File: config.mk
export PLATFORM = sky130hd
export DESIGN_NAME = imm_dp
export DESIGN_NICKNAME = d
export VERILOG_FILES = /design/src/rtl/core/integer_matrix_multiply_top_defines.svh /design/src/rtl/core/imm_pkg.sv /design/src/rtl/core/imm_ram.sv /design/src/rtl/core/imm_dp.sv
export SDC_FILE = /design/constraint.sdc
export NUM_CORES = 2
export LEC_CHECK = 0
export BUFFER_PORTS_ARGS = -buffer_cell sky130_fd_sc_hd__buf_4
export CAP_MARGIN = 20
export CORE_AREA = 2 2 727 657
export DETAILED_ROUTE_END_ITERATION = 12
export DIE_AREA = 0 0 729 659
export PLACE_DENSITY = 0.54
export SLEW_MARGIN = 20
export SYNTH_ARGS = -nofsm -noshare
export SYNTH_HDL_FRONTEND = slang
export SYNTH_SLANG_ARGS = --single-unit
File: constraint.sdc
create_clock -name clk_i -period 14.87 [get_ports clk_i]
set_input_delay 0 -clock clk_i [delete_from_list [all_inputs] [get_ports clk_i]]
set_output_delay 0 -clock clk_i [all_outputs]
set_load 0.03 [all_outputs]
File: src/rtl/core/integer_matrix_multiply_top_defines.svh
// ---------------------------------------------------------------------------
// integer matrix multiply assertion macros
// shared concurrent assertion helpers for the matrix multiply core
// ---------------------------------------------------------------------------
`ifndef INTEGER_MATRIX_MULTIPLY_TOP_DEFINES_SVH
`define INTEGER_MATRIX_MULTIPLY_TOP_DEFINES_SVH

// property checked on every clock edge outside reset
`define IMM_ASSERT(lbl, prop, msg) \
  lbl: assert property (@(posedge clk_i) disable iff (!rst_ni) (prop)) else $error(msg);

// property that also covers cycles in reset
`define IMM_ASSERT_ALWAYS(lbl, prop, msg) \
  lbl: assert property (@(posedge clk_i) (prop)) else $error(msg);

`endif

File: src/rtl/core/imm_pkg.sv
// ---------------------------------------------------------------------------
// imm_pkg
// shared constants, types and helpers of the integer matrix multiply core
// ---------------------------------------------------------------------------
package imm_pkg;

  // largest matrix dimension and accumulator width
  localparam int MAX_DIM     = 8;
  localparam int DATA_WIDTH  = 32;

  // fixed field widths of the stream payloads
  localparam int ELEM_W      = 32;
  localparam int ROW_W       = 3;
  localparam int CFG_W       = 4;
  localparam int CFG_IDX_W   = 2;
  localparam int OUT_PAD_W   = 2;
  localparam int OUT_TDATA_W = ELEM_W + 2 * ROW_W + OUT_PAD_W;

  // element stores
  localparam int STORE_DEPTH = MAX_DIM * MAX_DIM;
  localparam int ADDR_W      = (STORE_DEPTH > 1) ? $clog2(STORE_DEPTH) : 1;
  localparam int CNT_W       = ADDR_W + 1;

  // configuration register indexes
  localparam logic [CFG_IDX_W-1:0] REG_ROWS_FIRST  = 2'd0;
  localparam logic [CFG_IDX_W-1:0] REG_COLS_FIRST  = 2'd1;
  localparam logic [CFG_IDX_W-1:0] REG_ROWS_SECOND = 2'd2;
  localparam logic [CFG_IDX_W-1:0] REG_COLS_SECOND = 2'd3;

  // commands from the controller to the datapath
  typedef struct packed {
    logic              wr_a;
    logic              wr_b;
    logic [ADDR_W-1:0] wr_addr;
    logic              rd_en;
    logic              rd_first;
    logic              rd_last;
    logic [ADDR_W-1:0] a_addr;
    logic [ADDR_W-1:0] b_addr;
    logic              out_load;
    logic              out_err;
    logic              out_last;
    logic [ROW_W-1:0]  out_row;
    logic [ROW_W-1:0]  out_col;
  } imm_cmd_t;

  // status from the datapath to the controller
  typedef struct packed {
    logic acc_done;
    logic out_free;
  } imm_sts_t;

  // clamp a dimension register into 1..MAX_DIM
  function automatic logic [CFG_W-1:0] eff_dim(input logic [CFG_W-1:0] v);
    logic [CFG_W-1:0] r;
    if (v == '0) begin
      r = CFG_W'(1);
    end else if (v > CFG_W'(MAX_DIM)) begin
      r = CFG_W'(MAX_DIM);
    end else begin
      r = v;
    end
    return r;
  endfunction

endpackage

File: src/rtl/core/imm_ram.sv
// ---------------------------------------------------------------------------
// imm_ram
// simple dual-port RAM, one write port and one registered read port
// ---------------------------------------------------------------------------
module imm_ram #(
  parameter int WIDTH = 32,
  parameter int DEPTH = 64
) (
  input  logic                     clk_i,
  input  logic                     we_i,
  input  logic [$clog2(DEPTH)-1:0] waddr_i,
  input  logic [WIDTH-1:0]         wdata_i,
  input  logic                     re_i,
  input  logic [$clog2(DEPTH)-1:0] raddr_i,
  output logic [WIDTH-1:0]         rdata_o
);

  logic [WIDTH-1:0] mem [DEPTH];
  logic [WIDTH-1:0] rdata_q;

  // write port
  always_ff @(posedge clk_i) begin
    if (we_i) begin
      mem[waddr_i] <= wdata_i;
    end
  end

  // registered read port
  always_ff @(posedge clk_i) begin
    if (re_i) begin
      rdata_q <= mem[raddr_i];
    end
  end

  assign rdata_o = rdata_q;

endmodule

File: src/rtl/core/imm_dp.sv
// ---------------------------------------------------------------------------
// imm_dp
// element stores, multiply-accumulate pipeline and output register
// ---------------------------------------------------------------------------
module imm_dp (
  input  logic                                clk_i,
  input  logic                                rst_ni,
  input  logic [imm_pkg::ELEM_W-1:0]          elem_i,
  input  imm_pkg::imm_cmd_t                   cmd_i,
  output imm_pkg::imm_sts_t                   sts_o,
  output logic                                out_valid_o,
  input  logic                                out_ready_i,
  output logic [imm_pkg::OUT_TDATA_W-1:0]     out_data_o,
  output logic                                out_err_o,
  output logic                                out_last_o
);
  import imm_pkg::*;

  logic [ELEM_W-1:0]            a_rdata;
  logic [ELEM_W-1:0]            b_rdata;
  logic                         v1_q, first1_q, last1_q;
  logic                         v2_q, first2_q, last2_q;
  logic signed [DATA_WIDTH-1:0] a_ext, b_ext;
  logic signed [DATA_WIDTH-1:0] mult_d, mult_q;
  logic signed [DATA_WIDTH-1:0] acc_d, acc_q;
  logic                         done_q;
  logic                         out_valid_q;
  logic [ELEM_W-1:0]            out_prod_q;
  logic [ROW_W-1:0]             out_row_q, out_col_q;
  logic                         out_err_q, out_last_q;

  // first matrix store
  imm_ram #(
    .WIDTH (ELEM_W),
    .DEPTH (STORE_DEPTH)
  ) u_ram_a (
    .clk_i   (clk_i),
    .we_i    (cmd_i.wr_a),
    .waddr_i (cmd_i.wr_addr),
    .wdata_i (elem_i),
    .re_i    (cmd_i.rd_en),
    .raddr_i (cmd_i.a_addr),
    .rdata_o (a_rdata)
  );

  // second matrix store
  imm_ram #(
    .WIDTH (ELEM_W),
    .DEPTH (STORE_DEPTH)
  ) u_ram_b (
    .clk_i   (clk_i),
    .we_i    (cmd_i.wr_b),
    .waddr_i (cmd_i.wr_addr),
    .wdata_i (elem_i),
    .re_i    (cmd_i.rd_en),
    .raddr_i (cmd_i.b_addr),
    .rdata_o (b_rdata)
  );

  // term flags follow the read data through the pipe
  always_ff @(posedge clk_i or negedge rst_ni) begin
    if (!rst_ni) begin
      v1_q     <= 1'b0;
      first1_q <= 1'b0;
      last1_q  <= 1'b0;
      v2_q     <= 1'b0;
      first2_q <= 1'b0;
      last2_q  <= 1'b0;
      done_q   <= 1'b0;
    end else begin
      v1_q     <= cmd_i.rd_en;
      first1_q <= cmd_i.rd_first;
      last1_q  <= cmd_i.rd_last;
      v2_q     <= v1_q;
      first2_q <= first1_q;
      last2_q  <= last1_q;
      done_q   <= v2_q && last2_q;
    end
  end

  // multiply stage, product wraps to the accumulator width
  assign a_ext  = DATA_WIDTH'(signed'(a_rdata));
  assign b_ext  = DATA_WIDTH'(signed'(b_rdata));
  assign mult_d = a_ext * b_ext;

  // accumulate stage, restarts on the first term of a dot product
  assign acc_d = first2_q ? mult_q : acc_q + mult_q;

  always_ff @(posedge clk_i) begin
    if (v1_q) begin
      mult_q <= mult_d;
    end
    if (v2_q) begin
      acc_q <= acc_d;
    end
  end

  // output register valid
  always_ff @(posedge clk_i or negedge rst_ni) begin
    if (!rst_ni) begin
      out_valid_q <= 1'b0;
    end else if (cmd_i.out_load) begin
      out_valid_q <= 1'b1;
    end else if (out_ready_i) begin
      out_valid_q <= 1'b0;
    end
  end

  // output register payload, sum taken at its own width, zero on an error result
  always_ff @(posedge clk_i) begin
    if (cmd_i.out_load) begin
      out_prod_q <= cmd_i.out_err ? '0 : ELEM_W'(acc_q);
      out_row_q  <= cmd_i.out_row;
      out_col_q  <= cmd_i.out_col;
      out_err_q  <= cmd_i.out_err;
      out_last_q <= cmd_i.out_last;
    end
  end

  assign sts_o.acc_done = done_q;
  assign sts_o.out_free = !out_valid_q || out_ready_i;

  assign out_valid_o = out_valid_q;
  assign out_data_o  = {OUT_PAD_W'(0), out_col_q, out_row_q, out_prod_q};
  assign out_err_o   = out_err_q;
  assign out_last_o  = out_last_q;

endmodule

==> results.yml <==
synth:
  synth-main-ff-cell: "edfxtp_1"
  synth_edf_count: 4264
  synthCells: 8269
  async_reset_ff_frac: 0.00187
  ys_ff_latch: 4272
  ys_types: 63
  avgSynthCellArea_um2: 21.7
  ys_seq_area_frac: 0.716
  ys_warn_count: 0
  netlist_area_um2: 179000
grt:
  grt_pass1_wl_um: 672000
  grt_pass1_vias: 88100
  grt_max_degree: 132
  antenna_found_initial: 61
  overflow: 0
  track_usage: 0.196
routing:
  ant_nets: 0
  first_pass_iters: 6
  drt_iter0_markers: 9788
  wl_per_cell_um: 31.0
  drc: 0
  drt-vias-per-instance: 5.51
  drt_wl_total_um: 477000
  vias: 84900
power:
  powerDensity_nw_per_um2: 220
  ir_drop_mv: 0.948
  leakagePower_nw: 66.0
clocking:
  cts_tree: "yes"
  clkTransAtPathRegs_ns: 0.07
  cts_max_level: 5
  cts_buffers: 441
  insertion_delay_ns: 1.00
  clock_tree.root_cell: "clkbuf_16"
  clock-sinks: 4272
  post-cts-setup-buffers: 0
  cts_buffer_depth: 4
floorplanning:
  fp.dieW_um: 729
  ios: 112
  dieArea_um2: 480000
  fp.coreArea_um2: 473000
  die_h_um: 659
  num_rows: 240
  start_util: 0.379
worst_setup_path:
  worstPathRequired_ns: 15.56
  critPathCaptureType: "flip-flop"
  reg2reg_from: "u_ram_b.rdata_o[2]"
  worstSetupStartpoint: "u_ram_b.rdata_o[2]"
  timing_worst_setup_path_type: "flip-flop to flip-flop"
  critPathMaxFanout: 30
  worstPathArrival_ns: 8.46
  critPathLaunchType: "flip-flop"
sta:
  fin_skew_ns: 0.0726
  max_slew_margin: 0.218
  worst_slew_pin_slew_ns: 1.17
  tns_ns: 0
  rsz0062_at_grt: "no"
  finalCriticalPeriod_ns: 7.77
  setup_violations: 0
  drv_slew: 0
  fmax_mhz: 129
  period_share: 0.523
  final_hold_viol_count: 0
placement:
  place_congestion: 0.800
  place_area_um2: 189000
  dp_hpwl_um: 269000
  place.port_buffers: 109
final_layout:
  multi_input_area_um2: 48200
  fillCellCount: 40200
  syn2layout_area_growth_pct: 14.1
  layout_commonest_cell: "edfxtp_1"
  fin_nets: 9367
  regArea_um2: 128000
  postLayoutCellArea_um2: 204000
  drive_gt1_frac: 0.271
  layout_common_cells: "edfxtp_1, mux4_2, inv_1"
hold_path:
  hp-start: "cmd_i[8]"
  min_path_type: "input port to flip-flop"
status:
  status: "finished, final reports clean"
job:
  maxCapViolations: 0
[metrics by stage]
step / setup slack (ns) / util / cells / power [mW] / hold WS, ns
final: 7.10 / 0.432 / 15400 / 44.8 / 0.0911
after global routing: 6.69 / 0.432 / 15400 / 47.7 / 0.0822
after CTS: 7.14 / 0.432 / 15400 / 45.2 / 0.00302
after detailed placement: 7.23 / 0.399 / 14500 / 34.0 / -0.153
after global placement: 7.17 / 0.399 / 14500 / 33.7 / -0.157
after floorplan: 7.99 / - / 8270 / 28.6 / -0.296
[synthesized netlist by cell type, types with 26 or more instances]
library cell,count,share of area
edfxtp_1,4264,0.72
mux4_2,1329,0.17
inv_1,450,0.0094
fa_1,409,0.046
nand2_1,303,0.0064
and2_1,293,0.010
clkbuf_1,265,0.0056
ha_1,181,0.013
nor2_1,157,0.0033
buf_2,91,0.0025
xnor2_1,78,0.0038
o21ai_0,56,0.0016
a21oi_1,43,0.0012
nor2b_1,43,0.0015
buf_1,35,0.00073
xor2_1,31,0.0015
a21o_1,26,0.0011
[final cells by class]
type / count / area share
antenna: 17 / 0.000208
inverter: 450 / 0.00827
timing repair buffer: 417 / 0.0174
tap: 6292 / 0.0385
clock buffer: 533 / 0.0559
clock inverter: 288 / 0.0155
sequential: 4272 / 0.628
multi-input combinational: 3128 / 0.236
[state kept, by name, summed over array words and instances (netlist names), 3 cells and up]
signal and count:
u_ram_a.mem 2048, mult_q 32, out_row_q 3, out_prod_q 32, u_ram_b.mem 2048, out_col_q 3
u_ram_a.rdata_o 32, acc_q 32, u_ram_b.rdata_o 32
[critical path, cell delays in order, from the launching register on]
cell	delay, ns
edfxtp_1	1.03
nand2_1	0.19
fa_1	0.58
inv_1	0.05
fa_1	0.45
fa_1	0.51
inv_1	0.07
fa_1	0.54
inv_1	0.06
fa_1	0.51
inv_1	0.06
fa_1	0.42
inv_1	0.08
fa_1	0.43
fa_1	0.45
ha_1	0.36
a21o_1	0.23
a2111oi_0	0.42
a21oi_1	0.19
a31o_2	0.30
mux2i_1	0.13
a2111oi_0	0.42
[metal layers]
| metal | share of wire | global-route usage |
|---|---|---|
| met5 | 0.000048 | 0 |
| met4 | 0.024 | 0.0442 |
| met3 | 0.069 | 0.0277 |
| met2 | 0.48 | 0.317 |
| met1 | 0.43 | 0.285 |
[path summary, 6_finish.rpt]
| path | cells after the start | end | slack [ns] |
|---|---|---|---|
| worst max-delay path | 21 | mult_q[30] | 7.10 |
| worst min-delay path | 2 | out_last_o | 0.09 |
| worst max register to register | 21 | mult_q[30] | 7.10 |
| worst min register to register | 0 | first2_q | 0.35 |
| max in group asynchronous | 3 | first2_q | 14.38 |
| min in group asynchronous | 3 | first2_q | 0.10 |
[power breakdown]
part           internal, mW  leakage, nW  switching [mW]
registers              14.3         38.6           0.165
logic                  8.27         20.3            11.0
clock network          6.44         7.11            4.68
[repair_timing]
| item | 4_1_cts | 5_1_grt |
|---|---|---|
| resized for setup | 0 | 0 |
| hold buffers | 79 | 0 |
| endpoints found under the hold margin | 2174 | 0 |
[cell families after synthesis]
kind of cell,share of synthesized area
flip-flops,0.716
multiplexers,0.169
buffers and inverters,0.0197
AND/OR/NAND/NOR,0.0239
adder cells (fa/ha/maj),0.0584
AO/OA/AOI/OAI,0.00720
XOR/XNOR,0.00533
other,0.0000209
Note: power is estimated with default switching activity, not from simulation.
