## config.mk

```make
export PLATFORM = sky130hd
export DESIGN_NAME = imm_ctrl
export DESIGN_NICKNAME = d
export VERILOG_FILES = /design/src/rtl/core/imm_pkg.sv /design/src/rtl/core/imm_ctrl.sv
export VERILOG_INCLUDE_DIRS = /design/src /design/src/rtl/core
export SDC_FILE = /design/constraint.sdc
export NUM_CORES = 1
export LEC_CHECK = 0
export BUFFER_PORTS_ARGS = -buffer_cell sky130_fd_sc_hd__buf_2
export CORE_MARGIN = 3
export CORE_UTILIZATION = 50
export DETAILED_ROUTE_END_ITERATION = 7
export PLACE_DENSITY = 0.71
export SLEW_MARGIN = 20
export SYNTH_ARGS = -nofsm -noshare
export SYNTH_HDL_FRONTEND = slang
export SYNTH_SLANG_ARGS = --single-unit
```

## constraint.sdc

```tcl
create_clock -name clk_i -period 7.5 [get_ports clk_i]
set_input_delay 1.5 -clock clk_i [delete_from_list [all_inputs] [get_ports clk_i]]
set_output_delay 1.5 -clock clk_i [all_outputs]
set_load 0.01 [all_outputs]
```

## src/rtl/core/integer_matrix_multiply_top_defines.svh

```systemverilog
// ---------------------------------------------------------------------------
// integer matrix multiply assertion macros
// shared concurrent assertion helpers for the matrix multiply core
// ---------------------------------------------------------------------------
`ifndef INTEGER_MATRIX_MULTIPLY_TOP_DEFINES_SVH
`define INTEGER_MATRIX_MULTIPLY_TOP_DEFINES_SVH

// property checked on every clock edge outside reset
`define IMM_ASSERT(lbl, prop, msg) \
  lbl: assert property (@(posedge clk_i) disable iff (!rst_ni) (prop)) else $error(msg);

// property that also covers cycles in reset
`define IMM_ASSERT_ALWAYS(lbl, prop, msg) \
  lbl: assert property (@(posedge clk_i) (prop)) else $error(msg);

`endif

```

## src/rtl/core/imm_pkg.sv

```systemverilog
// ---------------------------------------------------------------------------
// imm_pkg
// shared constants, types and helpers of the integer matrix multiply core
// ---------------------------------------------------------------------------
package imm_pkg;

  // largest matrix dimension and accumulator width
  localparam int MAX_DIM     = 8;
  localparam int DATA_WIDTH  = 32;

  // fixed field widths of the stream payloads
  localparam int ELEM_W      = 32;
  localparam int ROW_W       = 3;
  localparam int CFG_W       = 4;
  localparam int CFG_IDX_W   = 2;
  localparam int OUT_PAD_W   = 2;
  localparam int OUT_TDATA_W = ELEM_W + 2 * ROW_W + OUT_PAD_W;

  // element stores
  localparam int STORE_DEPTH = MAX_DIM * MAX_DIM;
  localparam int ADDR_W      = (STORE_DEPTH > 1) ? $clog2(STORE_DEPTH) : 1;
  localparam int CNT_W       = ADDR_W + 1;

  // configuration register indexes
  localparam logic [CFG_IDX_W-1:0] REG_ROWS_FIRST  = 2'd0;
  localparam logic [CFG_IDX_W-1:0] REG_COLS_FIRST  = 2'd1;
  localparam logic [CFG_IDX_W-1:0] REG_ROWS_SECOND = 2'd2;
  localparam logic [CFG_IDX_W-1:0] REG_COLS_SECOND = 2'd3;

  // commands from the controller to the datapath
  typedef struct packed {
    logic              wr_a;
    logic              wr_b;
    logic [ADDR_W-1:0] wr_addr;
    logic              rd_en;
    logic              rd_first;
    logic              rd_last;
    logic [ADDR_W-1:0] a_addr;
    logic [ADDR_W-1:0] b_addr;
    logic              out_load;
    logic              out_err;
    logic              out_last;
    logic [ROW_W-1:0]  out_row;
    logic [ROW_W-1:0]  out_col;
  } imm_cmd_t;

  // status from the datapath to the controller
  typedef struct packed {
    logic acc_done;
    logic out_free;
  } imm_sts_t;

  // clamp a dimension register into 1..MAX_DIM
  function automatic logic [CFG_W-1:0] eff_dim(input logic [CFG_W-1:0] v);
    logic [CFG_W-1:0] r;
    if (v == '0) begin
      r = CFG_W'(1);
    end else if (v > CFG_W'(MAX_DIM)) begin
      r = CFG_W'(MAX_DIM);
    end else begin
      r = v;
    end
    return r;
  endfunction

endpackage

```

## src/rtl/core/imm_ctrl.sv

```systemverilog
// ---------------------------------------------------------------------------
// imm_ctrl
// configuration registers, load counters and multiply sequencer
// ---------------------------------------------------------------------------
`include "integer_matrix_multiply_top_defines.svh"

module imm_ctrl (
  input  logic                          clk_i,
  input  logic                          rst_ni,
  input  logic                          cfg_valid_i,
  output logic                          cfg_ready_o,
  input  logic [imm_pkg::CFG_IDX_W-1:0] cfg_index_i,
  input  logic [imm_pkg::CFG_W-1:0]     cfg_data_i,
  input  logic                          in_valid_i,
  output logic                          in_ready_o,
  output imm_pkg::imm_cmd_t             cmd_o,
  input  imm_pkg::imm_sts_t             sts_i
);
  import imm_pkg::*;

  localparam int         ST_W     = 3;
  localparam logic [2:0] ST_LOAD  = 3'd0;
  localparam logic [2:0] ST_MAC   = 3'd1;
  localparam logic [2:0] ST_DRAIN = 3'd2;
  localparam logic [2:0] ST_WRITE = 3'd3;
  localparam logic [2:0] ST_ERR   = 3'd4;

  logic [ST_W-1:0]   state_q, state_d;
  logic [CFG_W-1:0]  rows_a_q, cols_a_q, rows_b_q, cols_b_q;
  logic [CNT_W-1:0]  load_cnt_q, load_cnt_d;
  logic              load_b_q, load_b_d;
  logic [ROW_W-1:0]  row_q, row_d, col_q, col_d, term_q, term_d;
  logic [ADDR_W-1:0] a_base_q, a_base_d, a_ptr_q, a_ptr_d, b_ptr_q, b_ptr_d;

  logic [CFG_W-1:0]  ra, ca, rb, cb;
  logic [CNT_W-1:0]  need_a, need_b, cnt_inc;
  logic              accept, reached, term_last, row_last, col_last;

  // configuration writes, taken only while loading so a walk keeps its sizes
  assign cfg_ready_o = (state_q == ST_LOAD);

  always_ff @(posedge clk_i or negedge rst_ni) begin
    if (!rst_ni) begin
      rows_a_q <= CFG_W'(1);
      cols_a_q <= CFG_W'(1);
      rows_b_q <= CFG_W'(1);
      cols_b_q <= CFG_W'(1);
    end else if (cfg_valid_i && cfg_ready_o) begin
      unique case (cfg_index_i)
        REG_ROWS_FIRST:  rows_a_q <= cfg_data_i;
        REG_COLS_FIRST:  cols_a_q <= cfg_data_i;
        REG_ROWS_SECOND: rows_b_q <= cfg_data_i;
        REG_COLS_SECOND: cols_b_q <= cfg_data_i;
        default: ;
      endcase
    end
  end

  // clamped dimensions and element counts
  assign ra        = eff_dim(rows_a_q);
  assign ca        = eff_dim(cols_a_q);
  assign rb        = eff_dim(rows_b_q);
  assign cb        = eff_dim(cols_b_q);
  assign need_a    = CNT_W'(ra) * CNT_W'(ca);
  assign need_b    = CNT_W'(rb) * CNT_W'(cb);
  assign cnt_inc   = load_cnt_q + CNT_W'(1);
  assign reached   = cnt_inc >= (load_b_q ? need_b : need_a);
  assign term_last = (CFG_W'(term_q) + CFG_W'(1)) == ca;
  assign row_last  = (CFG_W'(row_q) + CFG_W'(1)) == ra;
  assign col_last  = (CFG_W'(col_q) + CFG_W'(1)) == cb;

  assign in_ready_o = (state_q == ST_LOAD);
  assign accept     = in_valid_i && in_ready_o;

  // sequencer
  always_comb begin
    state_d    = state_q;
    load_cnt_d = load_cnt_q;
    load_b_d   = load_b_q;
    row_d      = row_q;
    col_d      = col_q;
    term_d     = term_q;
    a_base_d   = a_base_q;
    a_ptr_d    = a_ptr_q;
    b_ptr_d    = b_ptr_q;

    cmd_o          = '0;
    cmd_o.wr_addr  = load_cnt_q[ADDR_W-1:0];
    cmd_o.a_addr   = a_ptr_q;
    cmd_o.b_addr   = b_ptr_q;
    cmd_o.rd_first = (term_q == '0);
    cmd_o.rd_last  = term_last;
    cmd_o.out_row  = row_q;
    cmd_o.out_col  = col_q;
    cmd_o.out_last = row_last && col_last;

    unique case (state_q)
      ST_LOAD: begin
        if (accept) begin
          cmd_o.wr_a = !load_b_q;
          cmd_o.wr_b = load_b_q;
          load_cnt_d = reached ? '0 : cnt_inc;
          if (reached) begin
            load_b_d = !load_b_q;
            if (load_b_q) begin
              row_d    = '0;
              col_d    = '0;
              term_d   = '0;
              a_base_d = '0;
              a_ptr_d  = '0;
              b_ptr_d  = '0;
              state_d  = (ca != rb) ? ST_ERR : ST_MAC;
            end
          end
        end
      end
      ST_MAC: begin
        // one dot product term per cycle
        cmd_o.rd_en = 1'b1;
        a_ptr_d     = a_ptr_q + ADDR_W'(1);
        b_ptr_d     = b_ptr_q + ADDR_W'(cb);
        term_d      = term_q + ROW_W'(1);
        if (term_last) begin
          state_d = ST_DRAIN;
        end
      end
      ST_DRAIN: begin
        if (sts_i.acc_done) begin
          state_d = ST_WRITE;
        end
      end
      ST_WRITE: begin
        if (sts_i.out_free) begin
          cmd_o.out_load = 1'b1;
          term_d         = '0;
          if (col_last) begin
            col_d    = '0;
            row_d    = row_q + ROW_W'(1);
            a_base_d = a_base_q + ADDR_W'(ca);
            a_ptr_d  = a_base_q + ADDR_W'(ca);
            b_ptr_d  = '0;
            state_d  = row_last ? ST_LOAD : ST_MAC;
          end else begin
            col_d   = col_q + ROW_W'(1);
            a_ptr_d = a_base_q;
            b_ptr_d = ADDR_W'(col_q) + ADDR_W'(1);
            state_d = ST_MAC;
          end
        end
      end
      ST_ERR: begin
        if (sts_i.out_free) begin
          cmd_o.out_load = 1'b1;
          cmd_o.out_err  = 1'b1;
          cmd_o.out_last = 1'b1;
          cmd_o.out_row  = '0;
          cmd_o.out_col  = '0;
          state_d        = ST_LOAD;
        end
      end
      default: begin
        state_d = ST_LOAD;
      end
    endcase
  end

  // control registers
  always_ff @(posedge clk_i or negedge rst_ni) begin
    if (!rst_ni) begin
      state_q    <= ST_LOAD;
      load_cnt_q <= '0;
      load_b_q   <= 1'b0;
      row_q      <= '0;
      col_q      <= '0;
      term_q     <= '0;
      a_base_q   <= '0;
      a_ptr_q    <= '0;
      b_ptr_q    <= '0;
    end else begin
      state_q    <= state_d;
      load_cnt_q <= load_cnt_d;
      load_b_q   <= load_b_d;
      row_q      <= row_d;
      col_q      <= col_d;
      term_q     <= term_d;
      a_base_q   <= a_base_d;
      a_ptr_q    <= a_ptr_d;
      b_ptr_q    <= b_ptr_d;
    end
  end

  // checks
  `IMM_ASSERT(a_done_in_drain, sts_i.acc_done |-> state_q == ST_DRAIN, "sum finished outside drain")
  `IMM_ASSERT(a_load_when_free, cmd_o.out_load |-> sts_i.out_free, "output register overwritten")
  `IMM_ASSERT(a_cnt_in_range, load_cnt_q < CNT_W'(STORE_DEPTH), "load count past store depth")
  `IMM_ASSERT(a_mismatch_err, accept && load_b_q && reached && (ca != rb) |=> state_q == ST_ERR, "mismatch not flagged")
  `IMM_ASSERT_ALWAYS(a_reset_state, !rst_ni |=> state_q == ST_LOAD, "not loading after reset")

endmodule
```

==> run_summary.xml <==
<?xml version="1.0" encoding="UTF-8"?>
<metrics>
  <group name="routing">
    <metric name="final_antenna_net_count" unit="">0</metric>
    <metric name="routed_wire_length_per_instance" unit="um">15.5</metric>
    <metric name="route.detailed.drc" unit="">0</metric>
    <metric name="pre_antenna_drt_iters" unit="">5</metric>
    <metric name="wirelength" unit="um">9910</metric>
    <metric name="drt_iter0_markers" unit="">211</metric>
    <metric name="routed-via-count" unit="">3582</metric>
    <metric name="routed_vias_inst" unit="">5.60</metric>
  </group>
  <group name="synth">
    <metric name="syn_area_per_cell" unit="sq um">9.02</metric>
    <metric name="ys_async_sr_fraction" unit="">1.00</metric>
    <metric name="synth_flop_cell" unit="">sky130_fd_sc_hd__dfrtp_1</metric>
    <metric name="ys_seq_elements" unit="">54</metric>
    <metric name="synth_seq_area_share" unit="">0.299</metric>
    <metric name="mappedNetlistArea" unit="sq mm">0.00454</metric>
    <metric name="synth-edff-count" unit="">0</metric>
    <metric name="postSynthCellCount" unit="">503</metric>
    <metric name="synth_nets" unit="">566</metric>
    <metric name="synth_cell_type_count" unit="">67</metric>
    <metric name="synth_warnings" unit="">0</metric>
  </group>
  <group name="timing">
    <metric name="final_tns_setup" unit="ns">0</metric>
    <metric name="fmax" unit="MHz">187</metric>
    <metric name="worst_clock_skew" unit="ns">0.0150</metric>
    <metric name="timing.final.crit_share" unit="">0.713</metric>
    <metric name="slew_headroom" unit="">0.533</metric>
    <metric name="grt_setup_unrepaired" unit="">no</metric>
    <metric name="layout_min_cycle_time" unit="ns">5.34</metric>
    <metric name="hold_viol_final" unit="">0</metric>
    <metric name="fin_ws" unit="ns">2.16</metric>
    <metric name="tightest_slew" unit="ns">0.701</metric>
    <metric name="setup_violations" unit="">0</metric>
    <metric name="drv_slew" unit="">0</metric>
  </group>
  <group name="pwr">
    <metric name="clockPowerShare" unit="">0.080</metric>
    <metric name="power_internal" unit="W">0.00107</metric>
    <metric name="leakagePower" unit="nW">2.41</metric>
    <metric name="power_density" unit="mW/mm^2">436</metric>
    <metric name="worst_supply_voltage_drop_on_vdd" unit="V">0.000202</metric>
    <metric name="power_switching_share" unit="">0.493</metric>
    <metric name="comb_power_share" unit="">0.641</metric>
    <metric name="power.net_switching" unit="W">0.00104</metric>
    <metric name="finalPower" unit="W">0.00210</metric>
    <metric name="part_of_the_total_power_dissipated_in_sequential_elements" unit="">0.279</metric>
  </group>
  <group name="cts">
    <metric name="h-tree-depth" unit="">2</metric>
    <metric name="ctsResizeCount" unit="">0</metric>
    <metric name="post-cts-setup-buffer-count" unit="">0</metric>
    <metric name="tritoncts_clock_tree" unit="">done</metric>
    <metric name="cts-root-to-sink-buffers" unit="">2</metric>
    <metric name="clock_tree.root_cell" unit="">sky130_fd_sc_hd__clkbuf_8</metric>
    <metric name="clkTransAtPathRegs" unit="ns">0.11</metric>
    <metric name="cts_made_buffers" unit="">5</metric>
    <metric name="holdBufCountCts" unit="">0</metric>
    <metric name="insertion_delay" unit="ns">0.32</metric>
    <metric name="numClockSinks" unit="">54</metric>
  </group>
  <group name="critical_path">
    <metric name="r2r_slack" unit="ns">2.16</metric>
    <metric name="cp.arrival" unit="ns">5.56</metric>
    <metric name="number_of_cells_on_the_worst_reg_to_reg_path" unit="">21</metric>
    <metric name="worst_path_largest_cell_delay" unit="ns">0.53</metric>
    <metric name="worst_setup_path_start_kind" unit="">flip-flop</metric>
    <metric name="cp_cell_sequence" unit="">nand2b_1 &gt; or2_2 &gt; fa_1 &gt; inv_1 &gt; fa_1 &gt; inv_1 &gt; fa_1 &gt; inv_1 &gt; a21o_1 &gt; a21oi_1 &gt; xnor2_1 &gt; a21oi_1 &gt; ha_1 &gt; and2_2 &gt; a221o_1 &gt; a41oi_2 &gt; o32ai_2 &gt; buf_4 &gt; o211ai_1 &gt; xor2_1 &gt; nor2_1</metric>
    <metric name="worst-setup-path-type" unit="">flip-flop to flip-flop</metric>
    <metric name="slowest_stage" unit="">sky130_fd_sc_hd__fa_1</metric>
    <metric name="timing.rr.start" unit="">cols_b_q[3]</metric>
    <metric name="critical_path.endpoint_type" unit="">flip-flop</metric>
    <metric name="r2r_end" unit="">b_ptr_q[5]</metric>
    <metric name="cp_data_required_time" unit="ns">7.71</metric>
    <metric name="worst-path-max-fanout" unit="">21</metric>
  </group>
  <group name="global_route">
    <metric name="antenna_found_initial" unit="">0</metric>
    <metric name="pin_count_of_the_biggest_net_entering_global_routing" unit="">55</metric>
    <metric name="gr-usage-met1" unit="">0.269</metric>
    <metric name="grt_util_met2" unit="">0.343</metric>
    <metric name="grt_util_met3" unit="">0.0303</metric>
    <metric name="gr-total-overflow" unit="">0</metric>
    <metric name="wire_length_of_the_first_global_routing_pass" unit="um">16700</metric>
    <metric name="track_usage" unit="">0.200</metric>
    <metric name="grt_pass1_vias" unit="">3497</metric>
    <metric name="grt_most_used_layer" unit="">met2</metric>
  </group>
  <group name="hold_path">
    <metric name="cell_depth_of_the_worst_min_delay_path" unit="">2</metric>
    <metric name="hold_path_startpoint" unit="">a_base_q[5]</metric>
    <metric name="hold_class" unit="">flip-flop to flip-flop</metric>
    <metric name="worst_hold_path.endpoint" unit="">a_base_q[5]</metric>
  </group>
  <group name="placement">
    <metric name="instance_area_at_placement" unit="sq mm">0.00474</metric>
    <metric name="place_hpwl" unit="um">7760</metric>
    <metric name="port-buffer-count" unit="">45</metric>
    <metric name="post-place-cells" unit="">632</metric>
    <metric name="placement.setup.worst_slack" unit="ns">2.13</metric>
    <metric name="gp_congestion" unit="">0.931</metric>
  </group>
  <group name="cells_and_area">
    <metric name="layout.nets" unit="">594</metric>
    <metric name="stdcell_count" unit="">640</metric>
    <metric name="syn2layout_area_growth" unit="%">6.31</metric>
    <metric name="finalInstanceArea" unit="sq mm">0.00483</metric>
    <metric name="layout.cells.most_common_list" unit="">sky130_fd_sc_hd__nor2_1, sky130_fd_sc_hd__nand2_1, sky130_fd_sc_hd__dfrtp_1</metric>
    <metric name="drive_gt1_frac" unit="">0.195</metric>
    <metric name="mostFrequentLayoutCell" unit="">sky130_fd_sc_hd__nor2_1</metric>
    <metric name="antenna_cells" unit="">0</metric>
  </group>
  <group name="run_status">
    <metric name="run_status" unit="">finished, final reports clean</metric>
  </group>
  <group name="floorplanning">
    <metric name="initial_core_util" unit="">0.518</metric>
    <metric name="dieWidth" unit="um">101</metric>
    <metric name="rows" unit="">34</metric>
    <metric name="io_pins" unit="">46</metric>
    <metric name="chipHeight" unit="um">101</metric>
    <metric name="core_region_area" unit="sq mm">0.00876</metric>
    <metric name="dieArea" unit="sq mm">0.0103</metric>
  </group>
  <group name="flow_run">
    <metric name="maxCapViolations" unit="">0</metric>
  </group>
</metrics>
[metrics by stage]
stage / util / hold WS [ns]
floorplan: - / 0.461
global placement: 0.540 / 0.491
detailed placement: 0.540 / 0.497
CTS: 0.551 / 0.523
global route: 0.551 / 0.563
finish: 0.551 / 0.517
[critical path: cells and delay by family (launching register included)]
| family | cells | cell delay (ns) |
|---|---|---|
| compound gates | 7 | 1.29 |
| fa+ha+maj | 4 | 1.82 |
| flops | 1 | 0.52 |
| simple gates | 4 | 0.86 |
| buf+inv | 4 | 0.40 |
| xor+xnor | 2 | 0.35 |
[cell usage after synthesis, types with 3 or more instances]
cell type                   instances  area share
sky130_fd_sc_hd__a21o_1             8       0.013
sky130_fd_sc_hd__a21oi_1           20       0.022
sky130_fd_sc_hd__a22o_1             3      0.0058
sky130_fd_sc_hd__a31oi_1            4      0.0055
sky130_fd_sc_hd__and2_1             6      0.0083
sky130_fd_sc_hd__and3_1             3      0.0041
sky130_fd_sc_hd__and3b_1            3      0.0058
sky130_fd_sc_hd__buf_2              4      0.0044
sky130_fd_sc_hd__buf_4              8       0.013
sky130_fd_sc_hd__clkbuf_1           9      0.0074
sky130_fd_sc_hd__dfrtp_1           50        0.28
sky130_fd_sc_hd__dfstp_2            4       0.023
sky130_fd_sc_hd__fa_1              10       0.044
sky130_fd_sc_hd__ha_1              41        0.11
sky130_fd_sc_hd__inv_1             28       0.023
sky130_fd_sc_hd__mux2_2            21       0.052
sky130_fd_sc_hd__mux2i_1            4      0.0088
sky130_fd_sc_hd__nand2_1           56       0.046
sky130_fd_sc_hd__nand2b_1           5      0.0069
sky130_fd_sc_hd__nand3_1           17       0.019
sky130_fd_sc_hd__nand3b_1           4      0.0066
sky130_fd_sc_hd__nand4b_1           3      0.0058
sky130_fd_sc_hd__nor2_1            58       0.048
sky130_fd_sc_hd__nor2b_1           11       0.015
sky130_fd_sc_hd__nor3_1             5      0.0055
sky130_fd_sc_hd__o211ai_1           3      0.0050
sky130_fd_sc_hd__o21ai_0           26       0.029
sky130_fd_sc_hd__o21ai_2            3      0.0058
sky130_fd_sc_hd__o2bb2ai_1          3      0.0058
sky130_fd_sc_hd__o31ai_1            3      0.0050
sky130_fd_sc_hd__or2_2              4      0.0055
sky130_fd_sc_hd__xnor2_1           18       0.035
sky130_fd_sc_hd__xor2_1            14       0.027
[worst max path at each step]
stage	from	end	slack, ns	depth (start not counted)
floorplan	cols_b_q[3]	col_q[0]	2.59	22
global placement	cols_b_q[3]	b_ptr_q[5]	2.27	21
detailed placement	cols_b_q[3]	b_ptr_q[5]	2.13	21
CTS	cols_b_q[3]	b_ptr_q[5]	2.13	21
global route	cols_a_q[3]	b_ptr_q[5]	1.80	22
finish	cols_b_q[3]	b_ptr_q[5]	2.16	21
[cell type report]
type	count	area [sq um]
Timing Repair Buffer	47	240
Fill cell	800	3940
Clock buffer	6	72.6
Inverter	28	105
Tap cell	108	135
Clock inverter	2	17.5
Multi-Input combinational cell	395	2900
Sequential cell	54	1360
[metal layers]
metal  vias up  wire, um
met1      1729      4620
met2        61      4860
met5         -         0
met3        10       305
met4         0       122
li1       1782         -
[power groups by stage]
stage / Combinational, W / Sequential, W / Clock [W]
2_1_floorplan: 0.00112 / 0.000527 / 0
3_3_place_gp: 0.00131 / 0.000581 / 0
3_5_place_dp: 0.00135 / 0.000589 / 0
4_1_cts: 0.00136 / 0.000583 / 0.000176
5_1_grt: 0.00154 / 0.000609 / 0.000187
6_report: 0.00135 / 0.000587 / 0.000169
[state kept, by name, summed over array words and instances (netlist names)]
signal,cells
cols_a_q,4
a_base_q,6
rows_b_q,4
rows_a_q,4
b_ptr_q,6
a_ptr_q,6
load_b_q,1
term_q,3
col_q,3
cols_b_q,4
state_q,3
row_q,3
load_cnt_q,7
[kinds of logic (layout without fill, tap and decap cells)]
kind of cell / after synthesis / after routing / share of synthesized area
flip-flops: 54 / 54 / 0.299
multiplexers: 26 / 26 / 0.0634
XOR/XNOR: 32 / 32 / 0.0617
adder cells (fa/ha/maj): 51 / 51 / 0.157
buffers and inverters: 54 / 83 / 0.0626
AO/OA/AOI/OAI: 95 / 95 / 0.150
AND/OR/NAND/NOR: 191 / 191 / 0.206
No activity file was read; power rests on OpenSTA's default activity.
